==> config.mk <==
export PLATFORM = sky130hd
export DESIGN_NAME = sidb_ctrl
export DESIGN_NICKNAME = d
export VERILOG_FILES = /design/src/sv/sidb_pkg.sv /design/src/sv/sidb_ctrl.sv
export SDC_FILE = /design/constraint.sdc
export NUM_CORES = 1
export LEC_CHECK = 0
export ABC_AREA = 1
export ABC_CLOCK_PERIOD_IN_PS = 1600
export BUFFER_PORTS_ARGS = -buffer_cell sky130_fd_sc_hd__buf_2
export CAP_MARGIN = 20
export CORE_AREA = 2 2 39 41
export CTS_CLUSTER_SIZE = 10
export DETAILED_ROUTE_END_ITERATION = 8
export DIE_AREA = 0 0 41 43
export PLACE_DENSITY = 0.47
export SETUP_SLACK_MARGIN = 0.02
export SLEW_MARGIN = 10
export SYNTH_ARGS = -nofsm -noshare
export SYNTH_HDL_FRONTEND = slang
export SYNTH_SLANG_ARGS = --single-unit
==> constraint.sdc <==
create_clock -name clk -period 1.6 [get_ports clk]
set_clock_uncertainty 0.15 [all_clocks]
set_input_delay 0.24 -clock clk [delete_from_list [all_inputs] [get_ports clk]]
set_output_delay 0.24 -clock clk [all_outputs]
set_load 0.01 [all_outputs]
==> src/sv/sidb_pkg.sv <==
// Shared types and constants for the sequence insert/delete buffer.
// No dependencies; every other file of the block imports this package.
package sidb_pkg;

	localparam int MAX_LEN = 8192;
	localparam int ADDR_W  = $clog2(MAX_LEN);
	localparam int LEN_W   = $clog2(MAX_LEN + 1);
	localparam int FIELD_W = 14;
	localparam int VALUE_W = 20;
	// width that holds both a port field and an internal length for compares
	localparam int CMP_W   = (LEN_W > FIELD_W) ? LEN_W : FIELD_W;

	typedef enum logic [1:0] {
		ACT_INSERT = 2'd0,
		ACT_DELETE = 2'd1,
		ACT_APPEND = 2'd2,
		ACT_READ   = 2'd3
	} act_t;

	typedef struct packed {
		act_t               action;
		logic [FIELD_W-1:0] position;
		logic [FIELD_W-1:0] count;
		logic [VALUE_W-1:0] value;
	} in_word_t;

	typedef struct packed {
		logic [VALUE_W-1:0] read_value;
		logic [FIELD_W-1:0] length;
		logic               error;
	} out_word_t;

	// controller to datapath
	typedef struct packed {
		logic capture;
		logic decide;
		logic shift;
		logic commit;
		logic load_result;
	} cmd_t;

	// datapath to controller
	typedef struct packed {
		logic moves_nz;
	} status_t;

endpackage

==> src/sv/sidb_ctrl.sv <==
// Sequencing state machine of the sequence buffer: handshakes and datapath commands.
// Depends on sidb_pkg for the command and status structs.
module sidb_ctrl (
	input  logic              clk,
	input  logic              arst_n,
	input  logic              in_valid,
	output logic              in_ready,
	output logic              out_valid,
	input  logic              out_ready,
	input  sidb_pkg::status_t status,
	output sidb_pkg::cmd_t    cmd
);
	import sidb_pkg::*;

	typedef enum logic [2:0] {
		ST_IDLE,
		ST_DECIDE,
		ST_SHIFT,
		ST_COMMIT,
		ST_DONE
	} state_t;

	state_t state_q;
	logic   out_valid_q;
	logic   load;

	assign load = (state_q == ST_DONE) && (!out_valid_q || out_ready);

	always_comb begin
		cmd.capture     = (state_q == ST_IDLE) && in_valid;
		cmd.decide      = (state_q == ST_DECIDE);
		cmd.shift       = (state_q == ST_SHIFT);
		cmd.commit      = (state_q == ST_COMMIT);
		cmd.load_result = load;
	end

	assign in_ready  = (state_q == ST_IDLE);
	assign out_valid = out_valid_q;

	always_ff @(posedge clk or negedge arst_n) begin
		if (!arst_n) begin
			state_q     <= ST_IDLE;
			out_valid_q <= 1'b0;
		end else begin
			if (load) begin
				out_valid_q <= 1'b1;
			end else if (out_ready) begin
				out_valid_q <= 1'b0;
			end
			unique case (state_q)
				ST_IDLE: begin
					if (in_valid) state_q <= ST_DECIDE;
				end
				ST_DECIDE: begin
					state_q <= ST_SHIFT;
				end
				ST_SHIFT: begin
					if (!status.moves_nz) state_q <= ST_COMMIT;
				end
				ST_COMMIT: begin
					state_q <= ST_DONE;
				end
				ST_DONE: begin
					if (load) state_q <= ST_IDLE;
				end
				default: begin
					state_q <= ST_IDLE;
				end
			endcase
		end
	end

endmodule

==> results by group <==
Final layout
  – Fillers: 161
  – Commonest non-fill, non-tap cell in the layout: buf_2
  – ANT cells: 0
  – Most frequent cells in the layout: buf_2 (11), nor2_1 (6), inv_1 (5), buf_4 (5)
  – Register Area: 103 µm²
  – Area growth, synth to finish: 55.2%
  – Layout cells sized above 1: 55.1%
  – Final std cells w/o fill: 65
  – # nets final: 56
  – Area occupied by multi-input gates: 106 µm²

Synthesis
  – Simple-gate share of the synthesized area: 35.6%
  – Synthesized instance count: 31
  – Synth Cell Area: 243 µm²
  – Synth cell types: 12
  – Synthesis Warnings: 0
  – Main combinational cell family by area after synthesis: simple AND/OR/NAND/NOR gates
  – Post-synthesis adder-cell area fraction: 0%
  – Sequential area share after synthesis: 41.2%
  – Seq cells post-synth: 4
  – Syn avg cell area: 7.83 µm²
  – Post-synthesis xor/xnor area fraction: 0%
  – Syn nets: 36
  – Post-synthesis compound-gate area fraction: 6.19%
  – Fraction of synthesized area in multiplexers: 0%

Run
  – Max Cap Viol: 0

STA
  – Final setup margin: 0.0587 ns
  – Minimum clock period: 1.54 ns
  – Slew of the pin with the lowest slew margin: 0.167 ns
  – Max Slew Vio Count: 0
  – Tcrit/Tclk final: 96.3%
  – Max Freq: 649 MHz
  – Final hold vios: 0
  – Sum Neg Setup Slack: 0 ns
  – Normalized max-slew margin: 88.7%
  – Final setup violation count: 0
  – RSZ-0062 raised after global routing: false

Die
  – # IOs: 12
  – DIE AREA: 1760 µm²
  – Die Width: 41 µm
  – Area of the core: 1380 µm²
  – # rows: 14
  – Die height: 43 µm
  – Initial core utilization: 17.5%

Placement
  – Port bufs: 11
  – DP Worst Slack: 0.266 ns
  – Placed cell count: 56
  – GP Congestion: 0.686
  – DP Wirelength: 406 µm

Route
  – DRC errors left: 0
  – Drt total wl: 556 µm
  – Routed vias/inst: 3.85
  – Initial DRC count: 1
  – Via count: 250
  – Post-route ant nets: 0
  – DR pass1 iterations: 4
  – WL/cell: 8.55 µm

Power
  – PD cells: 2030 nW/µm²
  – Maximum vdd ir drop: 0.000372 V
  – Total power: 0.000766 W
  – P_leak: 0.209 nW

Worst hold path
  – Min-delay worst type: in2reg

GRT
  – Total grt overflow: 0
  – First-pass GRT wire length: 765 µm
  – Total GRT Usage: 7.05%
  – Vias in the first global route: 204
  – Initial antenna violation count: 0
  – Largest net degree at the start of global routing: 9

Critical path
  – Startpoint Class: register
  – Reg2reg setup slack: 0.47 ns
  – Crit path DAT: 1.15 ns
  – Req. time, crit path: 1.21 ns
  – Setup CP Type: reg2out
  – CP endpoint kind: output port
  – CP Max Fanout: 4

Clocking
  – Clock sinks: 4
  – Max Root-Sink Buffers: 2
  – Inserted Clock Buffers: 3
  – Worst skew pair latency: 0.23 ns
  – Htree depth: 1
  – CTS tree: yes
  – Clock transition at path regs: 0.04 ns
  – Root buf cell: clkbuf_4

Run status
  – Outcome: complete, no violations
-- worst max-delay path: stages (launching register included) --
cell	delay, ns
dfrtp_2	0.43
nor2_4	0.15
inv_1	0.09
nor3_2	0.10
buf_2	0.14
-- sequential cells by signal (all words and copies together) (netlist names) --
register / count
state_q: 3
out_valid: 1
-- cell families after synthesis --
kind of cell / Yosys count
buffers and inverters: 8
AO/OA/AOI/OAI: 3
AND/OR/NAND/NOR: 16
flip-flops: 4
-- final timing paths --
check | endpoint | from | depth (start not counted)
max | cmd[4] | state_q[2]$_DFFE_PN0P_ | 4
min | out_valid$_DFFE_PN0P_ | out_ready | 2
max reg2reg | state_q[0]$_DFFE_PN0P_ | state_q[2]$_DFFE_PN0P_ | 5
min reg2reg | out_valid$_DFFE_PN0P_ | out_valid$_DFFE_PN0P_ | 2
max in group asynchronous | state_q[1]$_DFFE_PN0P_ | arst_n | 2
min in group asynchronous | state_q[0]$_DFFE_PN0P_ | arst_n | 2
-- repair_timing --
item / CTS / global route
setup endpoints to repair: 1 / 2
buffers inserted: 0 / 5
hold endpoints to repair: 4 / 0
hold buffers: 1 / 0
pin swaps: 0 / 1
gates resized for setup: 1 / 2
-- per-layer routing --
metal	track usage, %	part of all wire [%]	vias up
met1	8.77	43	114
met2	7.81	49	7
met4	8.00	0	0
met5	0	0	-
li1	-	-	129
met3	3.14	7.7	0
-- synth_stat cells --
library cell	instances	area, µm²
nand3_2	2	20.0
buf_6	1	11.3
nand3_1	2	10.0
inv_2	1	3.75
o21ai_0	3	15.0
nand2_1	3	11.3
buf_4	1	7.51
dfrtp_1	4	100
inv_1	5	18.8
nor2_2	2	12.5
nor2_1	6	22.5
nor3_2	1	10.0
-- through the flow --
step | area [µm²] | hold WS, ns | util, %
floorplan | 243 | -0.206 | -
global placement | 299 | -0.102 | 21.6
detailed placement | 299 | -0.104 | 21.6
CTS | 337 | 0.0935 | 24.3
global route | 377 | 0.101 | 27.2
finish | 377 | 0.0848 | 27.2
-- area by class of cell --
| class | instances | share of cell area [%] |
|---|---|---|
| clock buffers | 3 | 5.98 |
| inverters | 6 | 5.98 |
| multi-input cells | 19 | 28.2 |
| flip-flops and latches | 4 | 27.2 |
| well taps | 16 | 5.32 |
| repair buffers | 17 | 27.2 |
-- where the power goes --
part	switching (W)	internal (W)	leakage, nW
Clock	0.0000386	0.0000837	0.0138
Combinational	0.000218	0.000205	0.147
Sequential	0.0000678	0.000153	0.0488
Total	0.000325	0.000442	0.209
(Power assumes the default switching activity.)
